## src/rtl/pth_sensor_compensation_defines.svh

```systemverilog
// Assertion macros shared by the sensor compensation modules.
`ifndef PTH_SENSOR_COMPENSATION_DEFINES_SVH
`define PTH_SENSOR_COMPENSATION_DEFINES_SVH

// The consequent must hold in the same cycle as the antecedent.
`define PTHC_ASSERT_NOW(lbl, ck, rst_n, ante, cons) \
	lbl: assert property (@(posedge ck) disable iff (!rst_n) (ante) |-> (cons)) \
		else $error("assertion failed");

// The consequent must hold in the cycle after the antecedent.
`define PTHC_ASSERT_NEXT(lbl, ck, rst_n, ante, cons) \
	lbl: assert property (@(posedge ck) disable iff (!rst_n) (ante) |=> (cons)) \
		else $error("assertion failed");

`endif

```

## src/rtl/pthc_pkg.sv

```systemverilog
// Package with types and constants of the sensor compensation block.
`timescale 1ns / 1ps
package pthc_pkg;
	localparam int QueueDepth = 4;
	localparam int QueuePtrW = $clog2(QueueDepth);
	localparam int DivBits = 64;
	localparam int CfgIdxW = 3;
	localparam int CfgDataW = 64;
	localparam logic signed [31:0] HumMax = 32'sd419430400;

	typedef enum logic [CfgIdxW-1:0] {
		CFG_TEMP  = 3'd0,
		CFG_PLOW  = 3'd1,
		CFG_PHIGH = 3'd2,
		CFG_PLAST = 3'd3,
		CFG_HUMA  = 3'd4,
		CFG_HUMB  = 3'd5
	} cfg_idx_t;

	typedef struct packed {
		logic [47:0] temp_cal;
		logic [63:0] press_cal_low;
		logic [63:0] press_cal_high;
		logic [15:0] press_cal_last;
		logic [31:0] hum_cal_a;
		logic [31:0] hum_cal_b;
	} cal_t;

	typedef struct packed {
		logic [19:0] raw_pressure;
		logic [19:0] raw_temperature;
		logic [15:0] raw_humidity;
	} sample_t;

	// Queue head as seen by the back end.
	typedef struct packed {
		logic    valid;
		sample_t item;
	} head_t;

	// Finished fields carried along the divider.
	typedef struct packed {
		logic signed [31:0] temp;
		logic [16:0]        hum;
		logic               inv;
	} carry_t;
endpackage

```

## src/rtl/pthc_if.sv

```systemverilog


interface pthc_cfg_if import pthc_pkg::*; ();
	logic                valid;
	logic                ready;
	logic [CfgIdxW-1:0]  index;
	logic [CfgDataW-1:0] data;
	modport source(output valid, index, data, input ready);
	modport sink(input valid, index, data, output ready);
endinterface

```

## src/rtl/pthc_regs.sv

```systemverilog
// Calibration register file written through the configuration channel.
`timescale 1ns / 1ps
module pthc_regs import pthc_pkg::*; (
	input  logic   clk,
	input  logic   arst_n,
	pthc_cfg_if.sink cfg,
	output cal_t   cal
);
	cal_t cal_q;

	assign cfg.ready = 1'b1;
	assign cal = cal_q;

	// Each write lands in the addressed register; unknown indexes are dropped.
	always_ff @(posedge clk or negedge arst_n) begin
		if (!arst_n) begin
			cal_q <= '0;
		end else if (cfg.valid) begin
			case (cfg.index)
				CFG_TEMP:  cal_q.temp_cal <= cfg.data[47:0];
				CFG_PLOW:  cal_q.press_cal_low <= cfg.data;
				CFG_PHIGH: cal_q.press_cal_high <= cfg.data;
				CFG_PLAST: cal_q.press_cal_last <= cfg.data[15:0];
				CFG_HUMA:  cal_q.hum_cal_a <= cfg.data[31:0];
				CFG_HUMB:  cal_q.hum_cal_b <= cfg.data[31:0];
				default: ;
			endcase
		end
	end
endmodule

```

## src/flat_wrapper.sv

```systemverilog
// flat-port wrapper written by rule: the top's interface ports become plain ports
module pthc_regs_flat import pthc_pkg::*;
  (clk, arst_n, cal, cfg_valid, cfg_index, cfg_data, cfg_ready);
  pthc_cfg_if cfg_i ();
  input  logic clk;
  input  logic arst_n;
  output cal_t cal;
  input wire logic [$bits(cfg_i.valid)-1:0] cfg_valid;
  input wire logic [$bits(cfg_i.index)-1:0] cfg_index;
  input wire logic [$bits(cfg_i.data)-1:0] cfg_data;
  output wire logic [$bits(cfg_i.ready)-1:0] cfg_ready;
  assign cfg_i.valid = cfg_valid;
  assign cfg_i.index = cfg_index;
  assign cfg_i.data = cfg_data;
  assign cfg_ready = cfg_i.ready;
  pthc_regs u_core (.clk(clk), .arst_n(arst_n), .cfg(cfg_i), .cal(cal));
endmodule
```

## config.mk

```make
export PLATFORM = sky130hd
export DESIGN_NAME = pthc_regs_flat
export DESIGN_NICKNAME = d
export VERILOG_FILES = /design/src/rtl/pth_sensor_compensation_defines.svh /design/src/rtl/pthc_pkg.sv /design/src/rtl/pthc_if.sv /design/src/rtl/pthc_regs.sv /design/src/flat_wrapper.sv
export SDC_FILE = /design/constraint.sdc
export NUM_CORES = 1
export LEC_CHECK = 0
export BUFFER_PORTS_ARGS = -buffer_cell sky130_fd_sc_hd__buf_2
export CORE_MARGIN = 2
export CORE_UTILIZATION = 35
export CTS_BUF_LIST = sky130_fd_sc_hd__clkbuf_8
export DETAILED_ROUTE_END_ITERATION = 10
export SETUP_SLACK_MARGIN = 0.1
export SKIP_LAST_GASP = 1
export SYNTH_ARGS = -nofsm -noshare
export SYNTH_HDL_FRONTEND = slang
export SYNTH_SLANG_ARGS = --single-unit
export TNS_END_PERCENT = 20
```

## constraint.sdc

```tcl
create_clock -name clk -period 2.2 [get_ports clk]
set_clock_uncertainty 0.05 [all_clocks]
set_input_delay 0.33 -clock clk [delete_from_list [all_inputs] [get_ports clk]]
set_output_delay 0.33 -clock clk [all_outputs]
set_load 0.02 [all_outputs]
```

After elaboration in Yosys (flattened, before gate mapping)
Cells that the tools add are included.

Flip-flop bits (word level): 256. Bits in latches: 0. Memory bits (writable): 0. ROM bits: 0. Memories: 0.

Add/subtract/negate cells: 0. Multiply operators: 0. Div/mod/pow operators: 0. Order comparisons: 0. Equality and inequality tests: 5. Shifts and indexed selects: 0. Mux-type cells: 0. Bitwise logic cells: 0. Reductions and logical operators: 7.

Operator list (number): 2-bit AND reduction (6); 3-bit by 2-bit equality test with 1-bit output (second input constant) (2); 3-bit equality test (second input constant) (2); 3-bit by 1-bit equality test with 1-bit output (second input constant) (1); 3-bit logical NOT (1).

Depth between registers and ports, before layout
Depth in word-level cells: 2. Depth in mapped cells: 4. Depth with buffers taken out: 2.

Worst setup path before layout
No wires, ideal clock.

Path type: input port to flip-flop. From: input port cfg_index[1]. To: register u_core.cal_q, in the netlist u_core.cal[235]. Setup time: 0.127 ns. Arrival time: 1.307 ns. Data required time: 2.023 ns. Setup slack: 0.716 ns. Cell stages on the path: 4. Path buffers: 2. Cell sequence: nor4b_2 buf_4 buf_6 mux2_1.

Longest elaborated chain between the ends: 2.

Ends and longest elaborated chain: from (decl) (line flat_wrapper.sv:9) `input wire logic [$bits(cfg_i.index)-1:0] cfg_index;`; 3-bit logical NOT (line pthc_regs.sv:19) `case (cfg.index)`; 2-bit AND reduction (no source line); to (decl) (line pthc_regs.sv:9) `cal_t cal_q;`.

No other way between the ends. A chain may end at the register's enable or synchronous reset.

Worst setup path after layout
From: register u_core.cal_q, in the netlist u_core.cal[144]. To: output port cal[144] in the netlist's numbering.

RTL lines: to (decl) (line flat_wrapper.sv:7) `output cal_t cal;`.

No word-level cell between the ends.

==> impl_metrics.json <==
{
  "drtPass1Iterations": 4,
  "nets": 1023,
  "netlist_area_um2": 9700,
  "clk_latency_ps": 540,
  "wire_per_inst_um": 18.0,
  "max-cap-violations": 0,
  "grt_pass1_vias": 6460,
  "tightestPinTransition_ps": 676,
  "syn_avg_cell_area_um2": 17.7,
  "dp_hpwl_mm": 16.0,
  "grt_start_max_net_pins": 75,
  "cts_tree": "done",
  "core_um2": 27100,
  "rows": 60,
  "maxSlewViolCount": 0,
  "critPathRequiredTime_ps": 1820,
  "drc_errors": 0,
  "synthArstFlopShare": 1.00,
  "ant_nets": 0,
  "final_layout_size_suffix_gt1_frac": 0.518,
  "p_leak_nw": 6.40,
  "place.port_buffers": 325,
  "post_cts_resized": 0,
  "dp.cells": 1230,
  "multi_input_area_um2": 3050,
  "worst-path-buf-inv": 1,
  "yosysMostFrequentCell": "dfrtp_1",
  "track_usage": 0.165,
  "final_util": 0.485,
  "syn_nets": 617,
  "power.density_nw_per_um2": 1090,
  "numCtsBuffers": 44,
  "largest_register_ffs": 256,
  "dominantRegCellSynth": "dfrtp_1",
  "cts_hold_buffers": 49,
  "period_needed_ps": 1510,
  "yosysTopAreaCell": "dfrtp_1",
  "cp_top_family": "flip-flops",
  "synth_edf_count": 0,
  "critPathArrivalTime_ps": 1130,
  "gp_congestion": 0.730,
  "fmax_mhz": 662,
  "path_clk_slew_ps": 60,
  "final_cell_count_no_fill": 1356,
  "post_dp_cell_area_um2": 11800,
  "max_stage_delay_ps": 410,
  "finalSetupViolCount": 0,
  "grt_pass1_wl_mm": 37.2,
  "initial_utilization": 0.358,
  "synth_top_cells_by_area": "dfrtp_1 66%, mux2_1 17%, mux2_2 10%",
  "cts_sinks": 256,
  "antenna_found_initial": 0,
  "holdCritPathClass": "in -> reg",
  "netlist_top_cells_count": "256 x dfrtp_1, 150 x mux2_1, 86 x mux2_2, 20 x mux2_4, 17 x buf_6",
  "setup_tns_ps": 0,
  "rsz0062_at_grt": "false",
  "yosys_warnings": 0,
  "crit_fanout": 2,
  "worst_slew_margin_rel": 0.548,
  "status": "complete, no violations",
  "critPathLaunchType": "flop",
  "setup.worst_path.class": "reg -> out",
  "die_h_um": 170,
  "h-tree-depth": 2,
  "synthCells": 547,
  "diodes": 0,
  "worst_path_max_delay_cell": "dfrtp_1",
  "synth_top_area_share": 0.660,
  "fillers": 2409,
  "cts_setup_buffers": 0,
  "fin_total_pwr_w": 0.0143,
  "io_pins": 327,
  "via_count": 6157,
  "final_hold_viol_count": 0,
  "cp-end-kind": "primary output",
  "finalWirelength_mm": 24.4,
  "viasPerCell": 4.54,
  "yosysSeqAreaShare": 0.660,
  "vdd_drop_max_v": 0.000631,
  "seq_area_um2": 6410,
  "drt_iter0_drc": 247,
  "final.period_utilization": 0.687,
  "cts-root-buf": "clkbuf_8",
  "ys_types": 12,
  "clk_path_buf_depth": 3,
  "postLayoutCellArea_um2": 13100,
  "area_delta_synth_final_pct": 35.4,
  "die_area_um2": 29100,
  "grt-ovfl-total": 0,
  "path_cells": "buf_2",
  "dieWidth_um": 170,
  "ys_ff_latch": 256
}
-- layout make-up --
| type | instances | share of cell area |
|---|---|---|
| sequential | 256 | 0.488 |
| multi-input combinational | 263 | 0.233 |
| timing repair buffer | 388 | 0.178 |
| clock buffer | 54 | 0.0566 |
| tap | 372 | 0.0354 |
| clock inverter | 23 | 0.0100 |
-- metal layers --
metal  wire length (um)  vias to the layer above  part of all wire  track usage
met1              10100                     3105              0.42        0.206
li1                   -                     2768                 -            -
met4                321                        0             0.013       0.0420
met3               2600                       32              0.11       0.0770
met5                  0                        -                 0            0
met2              11300                      252              0.46        0.261
-- cell families after synthesis --
kind of cell	count (synthesis)	synth area share
buffers and inverters	28	0.0264
other	1	0.000387
multiplexers	256	0.305
flip-flops	256	0.660
AND/OR/NAND/NOR	6	0.00787
-- placed cells by master, fill, tap and decap left out, drive strengths merged --
master	n
nand4b	2
clkinv	2
inv	19
clkbuf	54
and4bb	3
buf	339
conb	1
nor4b	1
dfrtp	256
mux2	256
clkinvlp	1
dlygate4sd3	49
bufinv	1
-- report_power, final --
group | internal [W] | leakage, nW | total [W] | switching (W)
combinational | 0.00151 | 2.81 | 0.00387 | 0.00235
clock | 0.00233 | 0.511 | 0.00423 | 0.00189
sequential | 0.00575 | 3.07 | 0.00624 | 0.000486
-- through the flow --
step,hold slack [ps],setup slack (ps)
detailed placement,188,370
floorplan,-15.6,716
CTS,0.150,632
finish,36.4,689
global placement,188,402
global route,12.3,636
-- path summary, 6_finish.rpt --
check / slack (ps) / startpoint / cells past startpoint / endpoint
setup reg to reg: 1340 / u_core.cal[144]$_DFFE_PN0P_ / 1 / u_core.cal[144]$_DFFE_PN0P_
hold reg to reg: 430 / u_core.cal[243]$_DFFE_PN0P_ / 1 / u_core.cal[243]$_DFFE_PN0P_
max in group asynchronous: 1170 / arst_n / 3 / u_core.cal[145]$_DFFE_PN0P_
hold / removal: 40 / cfg_data[8] / 2 / u_core.cal[40]$_DFFE_PN0P_
setup / recovery: 690 / u_core.cal[144]$_DFFE_PN0P_ / 1 / cal[144]
min in group asynchronous: 200 / arst_n / 2 / u_core.cal[100]$_DFFE_PN0P_
(Power assumes the default switching activity.)
