## config.mk

```make
export PLATFORM = sky130hd
export DESIGN_NAME = pthc_front_flat
export DESIGN_NICKNAME = d
export VERILOG_FILES = /design/src/rtl/pthc_pkg.sv /design/src/rtl/pthc_if.sv /design/src/rtl/pthc_front.sv /design/src/flat_wrapper.sv
export VERILOG_INCLUDE_DIRS = /design/src /design/src/rtl
export SDC_FILE = /design/constraint.sdc
export NUM_CORES = 1
export LEC_CHECK = 0
export BUFFER_PORTS_ARGS = -buffer_cell sky130_fd_sc_hd__buf_2
export CAP_MARGIN = 10
export CORE_MARGIN = 3
export CORE_UTILIZATION = 48
export CTS_CLUSTER_DIAMETER = 30
export DETAILED_ROUTE_END_ITERATION = 6
export PLACE_DENSITY_LB_ADDON = 0.3
export REMOVE_ABC_BUFFERS = 1
export SKIP_LAST_GASP = 1
export SLEW_MARGIN = 30
export SYNTH_ARGS = -nofsm -noshare
export SYNTH_HDL_FRONTEND = slang
export SYNTH_SLANG_ARGS = --single-unit
```

## constraint.sdc

```tcl
create_clock -name clk -period 3.4 [get_ports clk]
set_input_delay 0.34 -clock clk [delete_from_list [all_inputs] [get_ports clk]]
set_output_delay 0.34 -clock clk [all_outputs]
set_load 0.05 [all_outputs]
```

## src/rtl/pth_sensor_compensation_defines.svh

```systemverilog
// Assertion macros shared by the sensor compensation modules.
`ifndef PTH_SENSOR_COMPENSATION_DEFINES_SVH
`define PTH_SENSOR_COMPENSATION_DEFINES_SVH

// The consequent must hold in the same cycle as the antecedent.
`define PTHC_ASSERT_NOW(lbl, ck, rst_n, ante, cons) \
	lbl: assert property (@(posedge ck) disable iff (!rst_n) (ante) |-> (cons)) \
		else $error("assertion failed");

// The consequent must hold in the cycle after the antecedent.
`define PTHC_ASSERT_NEXT(lbl, ck, rst_n, ante, cons) \
	lbl: assert property (@(posedge ck) disable iff (!rst_n) (ante) |=> (cons)) \
		else $error("assertion failed");

`endif

```

## src/rtl/pthc_pkg.sv

```systemverilog
// Package with types and constants of the sensor compensation block.
`timescale 1ns / 1ps
package pthc_pkg;
	localparam int QueueDepth = 4;
	localparam int QueuePtrW = $clog2(QueueDepth);
	localparam int DivBits = 64;
	localparam int CfgIdxW = 3;
	localparam int CfgDataW = 64;
	localparam logic signed [31:0] HumMax = 32'sd419430400;

	typedef enum logic [CfgIdxW-1:0] {
		CFG_TEMP  = 3'd0,
		CFG_PLOW  = 3'd1,
		CFG_PHIGH = 3'd2,
		CFG_PLAST = 3'd3,
		CFG_HUMA  = 3'd4,
		CFG_HUMB  = 3'd5
	} cfg_idx_t;

	typedef struct packed {
		logic [47:0] temp_cal;
		logic [63:0] press_cal_low;
		logic [63:0] press_cal_high;
		logic [15:0] press_cal_last;
		logic [31:0] hum_cal_a;
		logic [31:0] hum_cal_b;
	} cal_t;

	typedef struct packed {
		logic [19:0] raw_pressure;
		logic [19:0] raw_temperature;
		logic [15:0] raw_humidity;
	} sample_t;

	// Queue head as seen by the back end.
	typedef struct packed {
		logic    valid;
		sample_t item;
	} head_t;

	// Finished fields carried along the divider.
	typedef struct packed {
		logic signed [31:0] temp;
		logic [16:0]        hum;
		logic               inv;
	} carry_t;
endpackage

```

## src/rtl/pthc_if.sv

```systemverilog
// Channel interfaces: sample input, result output and configuration write.
`timescale 1ns / 1ps
interface pthc_in_if import pthc_pkg::*; ();
	logic        valid;
	logic        ready;
	logic [19:0] raw_pressure;
	logic [19:0] raw_temperature;
	logic [15:0] raw_humidity;
	modport source(output valid, raw_pressure, raw_temperature, raw_humidity, input ready);
	modport sink(input valid, raw_pressure, raw_temperature, raw_humidity, output ready);
endinterface


```

## src/rtl/pthc_front.sv

```systemverilog
// Front end: accepts sample items into a short queue ahead of the datapath.
`timescale 1ns / 1ps
`include "pth_sensor_compensation_defines.svh"
module pthc_front import pthc_pkg::*; (
	input  logic  clk,
	input  logic  arst_n,
	pthc_in_if.sink inp,
	input  logic  pop,
	output head_t head
);
	sample_t                mem_q [QueueDepth];
	logic [QueuePtrW-1:0]   wr_ptr_q;
	logic [QueuePtrW-1:0]   rd_ptr_q;
	logic [QueuePtrW:0]     cnt_q;
	logic                   push;
	logic                   take;

	assign inp.ready = (cnt_q != (QueuePtrW+1)'(QueueDepth));
	assign push = inp.valid && inp.ready;
	assign take = pop && (cnt_q != '0);
	assign head.valid = (cnt_q != '0);
	assign head.item = mem_q[rd_ptr_q];

	// Queue storage.
	always_ff @(posedge clk) begin
		if (push) begin
			mem_q[wr_ptr_q] <= '{raw_pressure: inp.raw_pressure,
				raw_temperature: inp.raw_temperature, raw_humidity: inp.raw_humidity};
		end
	end

	// Pointers and fill count.
	always_ff @(posedge clk or negedge arst_n) begin
		if (!arst_n) begin
			wr_ptr_q <= '0;
			rd_ptr_q <= '0;
			cnt_q <= '0;
		end else begin
			if (push) wr_ptr_q <= wr_ptr_q + 1'b1;
			if (take) rd_ptr_q <= rd_ptr_q + 1'b1;
			cnt_q <= cnt_q + (QueuePtrW+1)'(push) - (QueuePtrW+1)'(take);
		end
	end

	`PTHC_ASSERT_NOW(a_cnt_bound, clk, arst_n, 1'b1, cnt_q <= (QueuePtrW+1)'(QueueDepth))
	`PTHC_ASSERT_NEXT(a_cnt_track, clk, arst_n, push && !take, cnt_q == $past(cnt_q) + 1'b1)
endmodule

```

## src/flat_wrapper.sv

```systemverilog
// flat-port wrapper written by rule: the top's interface ports become plain ports
module pthc_front_flat import pthc_pkg::*;
  (clk, arst_n, pop, head, inp_valid, inp_raw_pressure, inp_raw_temperature, inp_raw_humidity, inp_ready);
  pthc_in_if inp_i ();
  input  logic clk;
  input  logic arst_n;
  input  logic pop;
  output head_t head;
  input wire logic [$bits(inp_i.valid)-1:0] inp_valid;
  input wire logic [$bits(inp_i.raw_pressure)-1:0] inp_raw_pressure;
  input wire logic [$bits(inp_i.raw_temperature)-1:0] inp_raw_temperature;
  input wire logic [$bits(inp_i.raw_humidity)-1:0] inp_raw_humidity;
  output wire logic [$bits(inp_i.ready)-1:0] inp_ready;
  assign inp_i.valid = inp_valid;
  assign inp_i.raw_pressure = inp_raw_pressure;
  assign inp_i.raw_temperature = inp_raw_temperature;
  assign inp_i.raw_humidity = inp_raw_humidity;
  assign inp_ready = inp_i.ready;
  pthc_front u_core (.clk(clk), .arst_n(arst_n), .inp(inp_i), .pop(pop), .head(head));
endmodule
```

Word level (Yosys, flattened, before mapping). Memory sizes are Yosys's and may differ from the RTL's. Index checks and enable logic that the tools add are counted.

Register bits: 7. Memory bits (writable): 224. Bits of input ports: 60. Logic and storage cells: 14. Memories: 1.

Add/subtract/negate cells: 4. Equality and inequality tests: 1. Mux-type cells: 2. Reduce and logical (&&, ||, !) cells: 3.

Memory list: u_core.mem_q (depth 4, bits a word 56, read ports 1, clocked after Yosys merged registers in 0, wr ports 1, RTL line pthc_front.sv:11) `sample_t mem_q [QueueDepth];`.

Operator list (count): 2-bit by 1-bit adder with 2-bit output (second input constant) (2); 3-bit by 1-bit adder with 3-bit output (1); 3-bit != test (second input constant) (1); 3-bit nonzero test (1); 3-bit by 1-bit subtractor with 3-bit output (1); 1-bit logical AND (2); 1-bit 2-to-1 mux (2).

Depth between registers and ports, before layout. Gate-level depths: netlist of run 1.

Depth in word-level cells: 4. Depth in mapped cells: 8. Mapped depth without buffers: 8.

Worst setup path after synthesis of run 1. Ideal clock, no wire load.

Path type: register to register. From: register u_core.cnt_q[2]. To: memory u_core.mem_q[0][0] (netlist bit), enable pin. Arrival: 2.062 ns. Data required time: 2.980 ns. Setup slack: 0.918 ns. Stages on the path, launching flop included: 3. Clock period less this slack: 2.482 ns. Path through: dfrtp_1 > nor3b_1 > and3b_1.

Word-level cells in the longest chain between the ends: 4.

RTL lines: start: declaration (RTL line pthc_front.sv:14) `logic [QueuePtrW:0] cnt_q;`; start signal: assignment (RTL line pthc_front.sv:41) `cnt_q <= cnt_q + (QueuePtrW+1)'(push) - (QueuePtrW+1)'(take);`; 3-bit != test (RTL line pthc_front.sv:18) `assign inp.ready = (cnt_q != (QueuePtrW+1)'(QueueDepth));`; 1-bit logical AND (RTL line pthc_front.sv:19) `assign push = inp.valid && inp.ready;`; 1-bit 2-to-1 mux (RTL line pthc_front.sv:26) `if (push) begin`; 1-bit 2-to-1 mux (implied by the code) (RTL line pthc_front.sv:27) `mem_q[wr_ptr_q] <= '{raw_pressure: inp.raw_pressure,`; end: declaration (RTL line pthc_front.sv:11).

No other way between the ends.

==> results.txt, run 1 <==
* Count of warnings emitted by yosys: 0
* Total design power: 11.4 mW
- STA classifies the critical path endpoint as an output pin.
* Wire length reported by the detailed router: 15500 um
- The worst register-to-register path ends at u_core.mem_q[2][21]$_DFFE_PP_.
- Summed over all layers, the global routing overflow is 0.
- Initial cell density of the core: 49.2%
* Cell Area, Placed: 0.00945 sq mm
* Start point of the critical path: u_core.rd_ptr_q[0]$_DFFE_PN0P_
- Setup repair after global routing missed its margin: false
- Post-CTS clock slew at the launch and capture registers of the worst setup and hold paths: 50 ps
- The final critical path takes up 83.5% of the cycle.
- Counting the buffers created by CTS gives 41.
* Number of detailed-routing iterations run before antenna repair: 4
- In this run the post-CTS setup repair buffer count came out at 0.
* Tot GR Track Use: 16.4%
* Later-pin clock latency in the skew report: around 500 ps
- Ranked by instance count, the synthesized netlist is headed by 224 x sky130_fd_sc_hd__edfxtp_1, 56 x sky130_fd_sc_hd__mux4_2, 7 x sky130_fd_sc_hd__dfrtp_1, 7 x sky130_fd_sc_hd__inv_1, 6 x sky130_fd_sc_hd__ha_1.
* Worst Clk Skew: 15.6 ps
- Buffers placed on the I/O ports in this run total 117.
- Clock tree from TritonCTS: done
- The die covers 0.0195 sq mm.
* Dominant register cell in the synthesized netlist: sky130_fd_sc_hd__edfxtp_1
* Actual transition at the worst max-transition pin: 895 ps
- 118 I/O pins were placed.
- The number of slew-limit violations in the final report came to 0.
- The startpoint identified for the worst hold timing path is inp_raw_temperature[2].
* First DRT Iteration DRCs: between 200 and 250
* Sequential share of power: approximately 36%
- On the final layout, the worst hold slack is 50.3 ps.
- Die extent in y: 140 um
- Summed over all nets, the switching power comes to 4.16 mW.
- In this run the number of H-tree levels came out at 2.
- Of the total power, the share spent switching nets is 36.5%.
- Largest area contributor in the synthesized netlist: sky130_fd_sc_hd__edfxtp_1
- Final Cell Area: 0.0107 sq mm
* Internal Dissipation: between 7 and 8 mW
- No sink is reached through more buffers than the 3 on the longest clock path.
- Number of storage elements in the synthesis netlist: roughly 230
- Per report_power, the combinational group accounts for 33.2% of the total.
- Number of enable flip-flop cells after synthesis: 224
- Setup total negative slack: 0 ps
- Fraction of power consumed by the clock network: 30.6%
- After layout, the minimum clock period comes to roughly 2800 ps.
* Yosys cell types: 23
- Startpoint-to-endpoint class of the critical path: reg -> out
* FF-to-FF setup slack: around 1100 ps
- In the post-synthesis netlist, the biggest area contributors are sky130_fd_sc_hd__edfxtp_1 78%, sky130_fd_sc_hd__mux4_2 15%, sky130_fd_sc_hd__dfrtp_1 2.0%, sky130_fd_sc_hd__ha_1 0.88%, sky130_fd_sc_hd__buf_12 0.70%.
- The congestion estimate from routability-driven global placement came to roughly 0.72.
- At the end of the flow the core is filled with cells to 61.3%.
- Asr flop ratio synth: 3.03%
* Worst slew margin: 40.4%
- Hold crit path type: in -> reg
* # DRC: 0
- Worst Slack Setup Final: 561 ps
- Endpoints failing hold: 0
- Hold Crit Endpoint: u_core.mem_q[1][18]$_DFFE_PP_
* Peak supply drop: ~0.67 mV
- For the worst flop-to-flop path, the logic depth is 3.
- The tool flagged a number of max-cap violations equal to 0.
* DRT antenna net count: 0
- Post-route insts no fill: 746
- Number of global-route vias before repair: roughly 4500
- OpenSTA, run right after detailed placement, puts the worst setup slack at 987 ps.
* Total via count after detailed routing: 3992
- Relative to the synthesized area, the layout overhead comes to 24.4%.
- Post-cts resize count: 0
- Yosys instantiated no cell more often than sky130_fd_sc_hd__edfxtp_1.
* Avg Vias per Cell: 5.35
- Worst Hold Depth: 1
* X dimension of the die: 140 um
* CTS root buf: sky130_fd_sc_hd__clkbuf_16
- Layout cells sized above 1: 47.5%
- DPL Wire Length: 9110 um
- Worst flop-to-flop path startpoint: u_core.cnt_q[1]$_DFF_PN0_
- The worst setup path is launched from a register.
- For this run, the register share of the synthesized area comes to 80.5%.
- Maximum number of pins on one net before global-route repair: 49
* Final setup vio count: 0
- Highest fanout seen on the critical path: 33
- Number of nets in the finished design: 557
- The analysis attributes to cell leakage a power of 3.75 nW.
- Crit path arrival time: approximately 2500 ps
- Counting every instance in the synthesized netlist gives 335.
- Clock sink total: 231
- Total power density per cell area: 1070 mW/mm^2
- Number of instances in the placed design: approximately 670
* Row Count: 48
- Routed WL per cell: 20.8 um
* Standard cell core area: 0.0174 sq mm
* Synthesized area per cell: 25.6 sq um
- The run finished with clean final reports.
- Initial antenna violation count: 0
- Buffers inserted to repair hold after CTS numbered 1.
* Required time at the worst-slack endpoint: just over 3000 ps
- Syn Std Cell Area: 0.00857 sq mm
- The first global-routing pass estimated ~25000 um of wire.
- Of the post-synthesis cell area, the dominant cell type holds 78.4%.
- Static timing analysis puts the maximum clock frequency at 352 MHz.
-- cell type report --
class	count	area (sq um)
multi-input combinational	84	1530
clock inverter	26	164
inverter	7	26.3
antenna	1	2.50
sequential	231	6910
clock buffer	47	1050
fill	1243	6750
tap	225	282
timing repair buffer	125	711
-- placed cells by master (no fill, tap or decap), drive strengths merged, types with 2 or more instances in the layout --
cell and n:
edfxtp 224, buf 124, mux4 56, clkbuf 47
clkinv 20, inv 10, dfrtp 7, ha 6
and3b 4, xnor2 3, nand2b 3, or4bb 2
o211ai 2, clkinvlp 2
-- logic make-up (layout without fill, tap and decap cells) --
group           after synthesis  after routing  share of synthesized area (%)
xor+xnor                      4              4                          0.409
mux                          56             56                           14.7
other cells                   0              1                              0
buf+inv                      20            205                           1.72
compound gates                4              4                          0.379
fa+ha+maj                     7              7                           1.11
simple gates                 13             13                           1.18
flops                       231            231                           80.5
-- state kept, by name, summed over array words and instances, names as in the netlist --
| register | cells |
|---|---|
| u_core.cnt_q | 3 |
| u_core.mem_q | 224 |
| u_core.rd_ptr_q | 2 |
| u_core.wr_ptr_q | 2 |
-- critical path: stages, from the launching register on --
cell,delay [ps]
sky130_fd_sc_hd__dfrtp_4,860
sky130_fd_sc_hd__buf_12,320
sky130_fd_sc_hd__mux4_2,560
sky130_fd_sc_hd__buf_2,230
-- routing by layer --
metal / track usage [%] / vias up / routed length (um)
met3: 4.26 / 25 / 909
met5: 0 / - / 0
met4: 5.66 / 0 / 282
li1: - / 1765 / -
met2: 26.9 / 124 / 7940
met1: 21.7 / 2078 / 6380
-- how the worst max path moves through the flow --
stage | end
after detailed placement | head[41]
after global routing | head[53]
after floorplan | head[0]
final | head[41]
after CTS | head[41]
after global placement | head[41]
-- power groups by stage --
stage                     clock network [mW]  logic [mW]  registers, mW
after global placement                     0        3.83           4.16
after detailed placement                   0        3.86           4.19
after floorplan                            0        2.88           4.18
after CTS                               3.58        3.87           4.15
after global routing                    3.75        4.00           4.20
final                                   3.50        3.79           4.13
Note: power is estimated with default switching activity, not from simulation.
==> inputs of run 2 (changes only) <==
Clock period 3.4 ns to 2.3 ns, I/O delays scaled along.
==> results.txt, run 2 (synthesis gave the netlist of run 1 again) <==
* Worst Slack Setup Final: 65.4 ps (was 561 ps)
* Maximum number of pins on one net before global-route repair: 58 (was 49)
- The final critical path takes up a little over nine tenths of the cycle.
- Initial cell density of the core: 49.2% (unchanged)
* Antenna Diode Count: 0 (was 1)
- The number of sinks handled by clock tree synthesis came to 231 (unchanged).
* Maximum root-to-sink buffer count: 3 (unchanged)
- Worst setup slack after placement: 219 ps (was 987 ps)
- Standard cell core area: 0.0174 sq mm (unchanged)
- Pleak: 4.11 nW (was 3.75 nW)
* Initial antenna violation count: 0 (unchanged)
- The global placement routability congestion was 0.734 (was 0.723).
* Highest fanout seen on the critical path: 18 (was 33)
* Maximum level of the CTS H-tree: 2 (unchanged)
* Row Count: 48 (unchanged)
- DPL Wire Length: 8650 um (was 9110 um)
* Tot GR Track Use: 16.4% (about the same)
- FMAX: ~450 MHz
- The category of the worst setup path capture point is an output pin (unchanged).
* Hold crit path type: in -> reg (unchanged)
- Routed WL per cell: 19.6 um (was 20.8 um)
- Number of maximum-capacitance violations: 0 (unchanged)
- The number of failing hold endpoints at the final stage is 0 (unchanged).
- The total power divided by cell area was 1550 mW/mm^2 (was 1070 mW/mm^2).
* Pins Over Slew Limit: 0 (unchanged)
- Startpoint-to-endpoint class of the critical path: reg -> out (unchanged)
- The CTS tree was done (unchanged).
- The per-cell via count in the routed design is 5.23 (was 5.35).
* Worst slew margin: 69.3% (was 40.4%)
- Later-pin clock latency in the skew report: 510 ps (was 500 ps)
- The growth of design area from synthesis to finish was 34.5% (was 24.4%).
- Regs by FF count: u_core.mem_q: 224 flops, u_core.cnt_q: 3 flops (unchanged).
- The fraction of the core area covered by cells at the end of the flow was 66.2% (was 61.3%).
- The setup clock skew after layout is 18.3 ps (was 15.6 ps).
* Final setup vio count: 0 (unchanged)
- The flip-flop count of the largest register, all copies and words added came to 224 (unchanged).
- The floorplan die width came to 140 um (unchanged).
- The total wire length after detailed routing is 15900 um (was 15500 um).
- Number of global-route vias before repair: 4722 (was 4480)
- The register with the most flip-flops was u_core.mem_q (unchanged).
- Setup repair after global routing missed its margin: true (was false)
* Leading cell type in the layout, fill and taps excluded: sky130_fd_sc_hd__edfxtp_1 (unchanged)
* Status: finished clean (unchanged)
- The vertical die dimension came to 140 um (unchanged).
* Crit start category: register (unchanged)
- Layout cells sized above 1: 44.9% (was 47.5%)
* Port bufs: 117 (unchanged)
- Commonest cells after routing, fill and taps aside: 224 x sky130_fd_sc_hd__edfxtp_1, 117 x sky130_fd_sc_hd__buf_2, 57 x sky130_fd_sc_hd__dlygate4sd3_1, 56 x sky130_fd_sc_hd__mux4_2, 43 x sky130_fd_sc_hd__clkbuf_16 (was 224 x sky130_fd_sc_hd__edfxtp_1, 117 x sky130_fd_sc_hd__buf_2, 56 x sky130_fd_sc_hd__mux4_2, 41 x sky130_fd_sc_hd__clkbuf_16, 14 x sky130_fd_sc_hd__clkinv_2).
- First DRT Iteration DRCs: 224 (was 223)
* Actual transition at the worst max-transition pin: 454 ps (was 895 ps)
- Crit path arrival time: 2000 ps (was 2500 ps)
* Total via count after detailed routing: 4248 (was 3992)
- The clock period could shrink to 2230 ps.
* CTS root buf: sky130_fd_sc_hd__clkbuf_16 (unchanged)
- The residual antenna-violating net count after detailed routing was 0 (unchanged).
- The number of fill cells came to 1165 (was 1243).
- The data required time of the worst path is 2070 ps (was 3060 ps).
* Peak supply drop: 0.956 mV (was 0.672 mV)
- GRT overflow: 0 (unchanged)
- Number of detailed-routing iterations run before antenna repair: 4 (unchanged)
- The top-level port count came to 118 (unchanged).
- # DRC: 0 (unchanged)
- Cts bufs inserted: 42 (was 41)
- Number of nets in the finished design: 621 (was 557)
- Die outline area: 0.0195 sq mm (unchanged)
- The global-route wire length before repair came to 25000 um (was 24800 um).
* Post-CTS clock slew at the launch and capture registers of the worst setup and hold paths: 40 ps (was 50 ps)
[run 2: cell types whose count changed in the layout (fill, tap and decap cells not counted), moves of 2 or more]
cell	previous run	this run
sky130_fd_sc_hd__clkbuf_1	6	4
sky130_fd_sc_hd__buf_4	2	6
sky130_fd_sc_hd__clkinvlp_4	2	7
sky130_fd_sc_hd__clkinv_4	0	5
sky130_fd_sc_hd__clkinv_1	6	3
sky130_fd_sc_hd__clkbuf_16	41	43
sky130_fd_sc_hd__clkinv_2	14	7
sky130_fd_sc_hd__bufinv_16	1	5
sky130_fd_sc_hd__dlygate4sd3_1	1	57
[run 2: worst max-delay path, cell delays in order, from the launching register on]
cell	delay (ps)
sky130_fd_sc_hd__dfrtp_4	480
sky130_fd_sc_hd__clkbuf_16	250
sky130_fd_sc_hd__mux4_2	530
sky130_fd_sc_hd__buf_2	230
[run 2: area by class of cell]
cell class	instances	area, sq um	share of cell area, %
Clock buffer	46	1070	9.25
Clock inverter	32	344	2.98
Inverter	7	26.3	0.228
Multi-Input combinational cell	84	1530	13.3
Sequential cell	231	6910	59.9
Tap cell	225	282	2.44
Timing Repair Buffer	188	1370	11.9
[run 2: metrics by stage]
| stage | cells | TNS [ps] | power, mW | instance area (sq um) | hold WS, ps |
|---|---|---|---|---|---|
| CTS | 812 | -6.62 | 18.1 | 11500 | 47.5 |
| detailed placement | 677 | 0 | 12.0 | 9520 | 70.8 |
| finish | 813 | 0 | 17.9 | 11500 | 73.0 |
| global placement | 677 | 0 | 11.9 | 9520 | 70.0 |
| global route | 813 | -0.186 | 18.7 | 11500 | 72.5 |
| floorplan | 322 | -100530 | 10.4 | 8450 | -65.6 |
[run 2: worst paths after layout]
kind | start | to | slack (ps) | depth (start not counted)
hold reg to reg | u_core.cnt_q[1]$_DFF_PN0_ | u_core.cnt_q[2]$_DFF_PN0_ | 610 | 2
setup reg to reg | u_core.cnt_q[2]$_DFF_PN0_ | u_core.cnt_q[2]$_DFF_PN0_ | 210 | 8
hold / removal | inp_valid | u_core.wr_ptr_q[1]$_DFFE_PN0P_ | 70 | 3
setup / recovery | u_core.rd_ptr_q[0]$_DFFE_PN0P_ | head[9] | 70 | 3
min in group asynchronous | arst_n | u_core.cnt_q[2]$_DFF_PN0_ | 110 | 2
max in group asynchronous | arst_n | u_core.rd_ptr_q[0]$_DFFE_PN0P_ | 2020 | 2
[run 2: repair_timing]
item / 4_1_cts / 5_1_grt
endpoints found under the hold margin: 231 / 0
gates cloned: 0 / 1
hold buffers: 57 / 0
setup endpoints to repair: 13 / 33
setup buffers: 0 / 0
resized for setup: 1 / 0
[run 2: per-layer routing]
| layer | GRT usage, % | part of all wire [%] | vias up |
|---|---|---|---|
| met1 | 21.1 | 42 | 2180 |
| met2 | 27.3 | 50 | 149 |
| met4 | 6.17 | 1.7 | 0 |
| met3 | 4.16 | 6.3 | 26 |
| li1 | - | - | 1893 |
| met5 | 0 | 0 | - |
[run 2: power breakdown]
part	switching [mW]	internal, mW
clock	2.00	3.94
combinational	4.17	2.00
sequential	0.239	5.57
==> inputs of run 3 (changes only) <==
Settings changed: ABC_AREA set to 1.
Clock period 2.3 ns to 2.2 ns, I/O delays scaled along.
==> results.txt, run 3 <==
- The path class of the lowest-slack min-delay path was in -> async (was in -> reg).
- The post-synthesis cell count was 770 (was 335).
* Maximum root-to-sink buffer count: 3 (unchanged)
* Worst Clk Skew: 9.66 ps (was 18.3 ps)
* Crit start category: register (unchanged)
- The area after detailed placement is 0.0102 sq mm (was 0.00952 sq mm).
- Dominant register cell in the synthesized netlist: sky130_fd_sc_hd__edfxtp_1 (unchanged)
- Tot GR Track Use: 17.6% (was 16.4%)
- Pleak: 5.02 nW (was 4.11 nW)
- Syn Std Cell Area: 0.00924 sq mm (was 0.00857 sq mm)
- The cell chosen for the clock root was sky130_fd_sc_hd__clkbuf_16 (unchanged).
- The commonest non-fill, non-tap cell in the layout is sky130_fd_sc_hd__edfxtp_1 (unchanged).
- Cts bufs inserted: 42 (unchanged)
- Final setup vio count: 0 (unchanged)
- The total of flip-flops plus latches after synthesis came to 231 (unchanged).
- The slew of the pin with the lowest slew margin is 463 ps (was 454 ps).
- The data required time of the worst path was 1980 ps (was 2070 ps).
- Worst slew margin: 69.0% (was 69.3%)
- Startpoint-to-endpoint class of the critical path: reg -> out (unchanged)
- Later-pin clock latency in the skew report: 510 ps (about the same)
* Count of warnings emitted by yosys: 0 (unchanged)
- The half-perimeter wire length of the detailed placement result was 9890 um (was 8650 um).
- Post-CTS clock slew at the launch and capture registers of the worst setup and hold paths: 40 ps (about the same)
* Endpoints failing hold: 0 (unchanged)
- The residual antenna-violating net count after detailed routing was 0 (unchanged).
* Standard cell core area: 0.0188 sq mm (was 0.0174 sq mm)
* Number of fillers in the final layout: 1346 (was 1165)
- Routed WL per cell: 14.7 um (was 19.6 um)
- Tcrit/Tclk final: 96.7%
- The number of maximum-capacitance constraint violations was 0 (unchanged).
- The maximum number of pins on one net before global-route repair was 59 (was 58).
- Total via count after detailed routing: 5981 (was 4248)
- Setup repair after global routing missed its margin: true (unchanged).
- The worst-path maximum fanout came to 12 (was 18).
- Die extent in y: 145 um (was 140 um)
- Most common library cells after synthesis: 224 x sky130_fd_sc_hd__edfxtp_1, 187 x sky130_fd_sc_hd__nand2_1, 117 x sky130_fd_sc_hd__nor2_1 (was 224 x sky130_fd_sc_hd__edfxtp_1, 56 x sky130_fd_sc_hd__mux4_2, 7 x sky130_fd_sc_hd__dfrtp_1, 7 x sky130_fd_sc_hd__inv_1, 6 x sky130_fd_sc_hd__ha_1)
* Number of instances in the placed design: 1126 (was 677)
- Number of enable flip-flop cells after synthesis: 224 (unchanged)
- Number of nets in the finished design: 1040 (was 621)
- Number of global-route vias before repair: 5899 (was 4722)
- The number of DRC markers in iteration 0 was 367 (was 224).
* Yosys cell types: 17 (was 23)
- The category of the worst setup path capture point is an output pin (unchanged).
* Total power density per cell area: 1640 mW/mm^2 (was 1550 mW/mm^2)
* Wire length reported by the detailed router: 18600 um (was 15900 um)
- Top register by number of flip-flops: u_core.mem_q (unchanged)
- Clock period minus final worst setup slack: 2130 ps
- The top-level port count is 118 (unchanged).
* Initial cell density of the core: 49.1% (was 49.2%)
- # DRC: 0 (unchanged)
- The post-route non-filler standard cell count is 1264 (was 813).
- Commonest cells after routing, fill and taps aside: 224 x sky130_fd_sc_hd__edfxtp_1, 187 x sky130_fd_sc_hd__nand2_1, 113 x sky130_fd_sc_hd__nor2_1, 104 x sky130_fd_sc_hd__o21ai_0, 95 x sky130_fd_sc_hd__buf_2 (was 224 x sky130_fd_sc_hd__edfxtp_1, 117 x sky130_fd_sc_hd__buf_2, 57 x sky130_fd_sc_hd__dlygate4sd3_1, 56 x sky130_fd_sc_hd__mux4_2, 43 x sky130_fd_sc_hd__clkbuf_16).
* Row Count: 50 (was 48)
- Sequential cell area fraction in the yosys report: 74.7% (was 80.5%)
* Area overhead of the layout relative to synthesis: 32.9% (was 34.5%)
- FMAX: 470 MHz
- Regs by FF count: u_core.mem_q: 224 flops, u_core.cnt_q: 3 flops (unchanged).
* Clock sink total: 231 (unchanged)
- Crit path arrival time: 1910 ps (was 2000 ps)
* Status: finished clean (unchanged)
- Avg Vias per Cell: 4.73 (was 5.23)
* Layout cells sized above 1: 20.3% (was 44.9%)
* Most numerous cell in the Yosys netlist: sky130_fd_sc_hd__edfxtp_1 (unchanged)
* Final cell utilization of the core: 65.2% (was 66.2%)
- The overall die area came to 0.0210 sq mm (was 0.0195 sq mm).
* Number of detailed-routing iterations run before antenna repair: 4 (unchanged)
* X dimension of the die: 145 um (was 140 um)
- Final Cell Area: 0.0123 sq mm (was 0.0115 sq mm)
* Synthesized area per cell: 12.0 sq um (was 25.6 sq um)
* Top-area cell type share of the netlist area: 72.8% (was 78.4%)
- The number of buffers added on ports came to 117 (unchanged).
- The worst slack on hold paths was 105 ps (was 73.0 ps).
* Initial antenna violation count: 0 (unchanged)
* Asr flop ratio synth: 3.03% (unchanged)
* Peak supply drop: 0.842 mV (was 0.956 mV)
- Synth top area cells: sky130_fd_sc_hd__edfxtp_1 73%, sky130_fd_sc_hd__nand2_1 7.6%, sky130_fd_sc_hd__o21ai_0 5.8%, sky130_fd_sc_hd__nor2_1 4.8%, sky130_fd_sc_hd__inv_1 2.9% (was sky130_fd_sc_hd__edfxtp_1 78%, sky130_fd_sc_hd__mux4_2 15%, sky130_fd_sc_hd__dfrtp_1 2.0%, sky130_fd_sc_hd__ha_1 0.88%, sky130_fd_sc_hd__buf_12 0.70%).
- The global-route wire length before repair came to 28800 um (was 25000 um).
- Maximum level of the CTS H-tree: 2 (unchanged)
- Clock tree from TritonCTS: done (unchanged)
- The top cell type by total area after synthesis is sky130_fd_sc_hd__edfxtp_1 (unchanged).
* Number of flip-flops in the largest register: 224 (unchanged)
- Antenna Diode Count: 0 (unchanged)
* GRT overflow: 0 (unchanged)
- The number of slew-limit violations in the final report is 0 (unchanged).
- Final RePlAce weighted congestion: 0.719 (was 0.734)
[run 3: cell families after synthesis]
family,share of synthesized area [%]
compound gates,6.06
flops,74.7
buf+inv,5.63
simple gates,12.6
fa+ha+maj,1.03
[run 3: critical path, stage by stage (launching register included)]
cell and delay (ps):
sky130_fd_sc_hd__dfrtp_4 550, sky130_fd_sc_hd__buf_4 220, sky130_fd_sc_hd__o21ai_0 210, sky130_fd_sc_hd__nand2_1 80, sky130_fd_sc_hd__nand2_1 80, sky130_fd_sc_hd__buf_2 260
[run 3: cell type report]
cell class                 instances  area (sq um)  area share (%)
clock buffer                      52          1150            9.38
clock inverter                    23           243            1.98
inverter                          74           279            2.27
sequential                       231          6910            56.2
multi-input combinational        428          1850            15.1
tap                              260           325            2.65
timing repair buffer             196          1530            12.5
[run 3: metrics by stage]
| stage | worst slack (ps) | power, mW | TNS [ps] |
|---|---|---|---|
| after floorplan | -2190 | 11.4 | -519590 |
| after global placement | 264 | 13.6 | 0 |
| after detailed placement | 219 | 13.7 | 0 |
| after CTS | 36.1 | 20.1 | 0 |
| after global routing | -34.0 | 21.2 | -85.8 |
| final | 73.1 | 20.1 | 0 |
[run 3: repair_timing]
item                                   4_1_cts  5_1_grt
hold buffers                                59        0
buffers inserted                             3        1
resized for setup                            3       25
setup endpoints to repair                   48       27
endpoints found under the hold margin      234        0
[run 3: path summary, 6_finish.rpt]
path	from	end	slack, ps	cells after the start
worst max-delay path	u_core.rd_ptr_q[0]$_DFFE_PN0P_	head[42]	70	5
worst min-delay path	arst_n	u_core.cnt_q[0]$_DFF_PN0_	110	2
worst max register to register	u_core.cnt_q[1]$_DFF_PN0_	u_core.cnt_q[2]$_DFF_PN0_	200	11
worst min register to register	u_core.rd_ptr_q[1]$_DFFE_PN0P_	u_core.rd_ptr_q[1]$_DFFE_PN0P_	490	2
max in group asynchronous	arst_n	u_core.rd_ptr_q[0]$_DFFE_PN0P_	1910	2
min in group clk	inp_raw_temperature[19]	u_core.mem_q[2][35]$_DFFE_PP_	460	2
[run 3: per-layer routing]
metal	routed length, um	GRT usage [%]
met5	0	0
met2	8900	29.0
met1	7900	22.3
met3	1190	4.73
met4	561	7.12
[run 3: power breakdown]
part / internal (mW) / leakage (nW) / switching [mW]
combinational: 2.04 / 2.21 / 5.79
clock: 4.26 / 0.678 / 1.98
sequential: 5.81 / 2.13 / 0.235
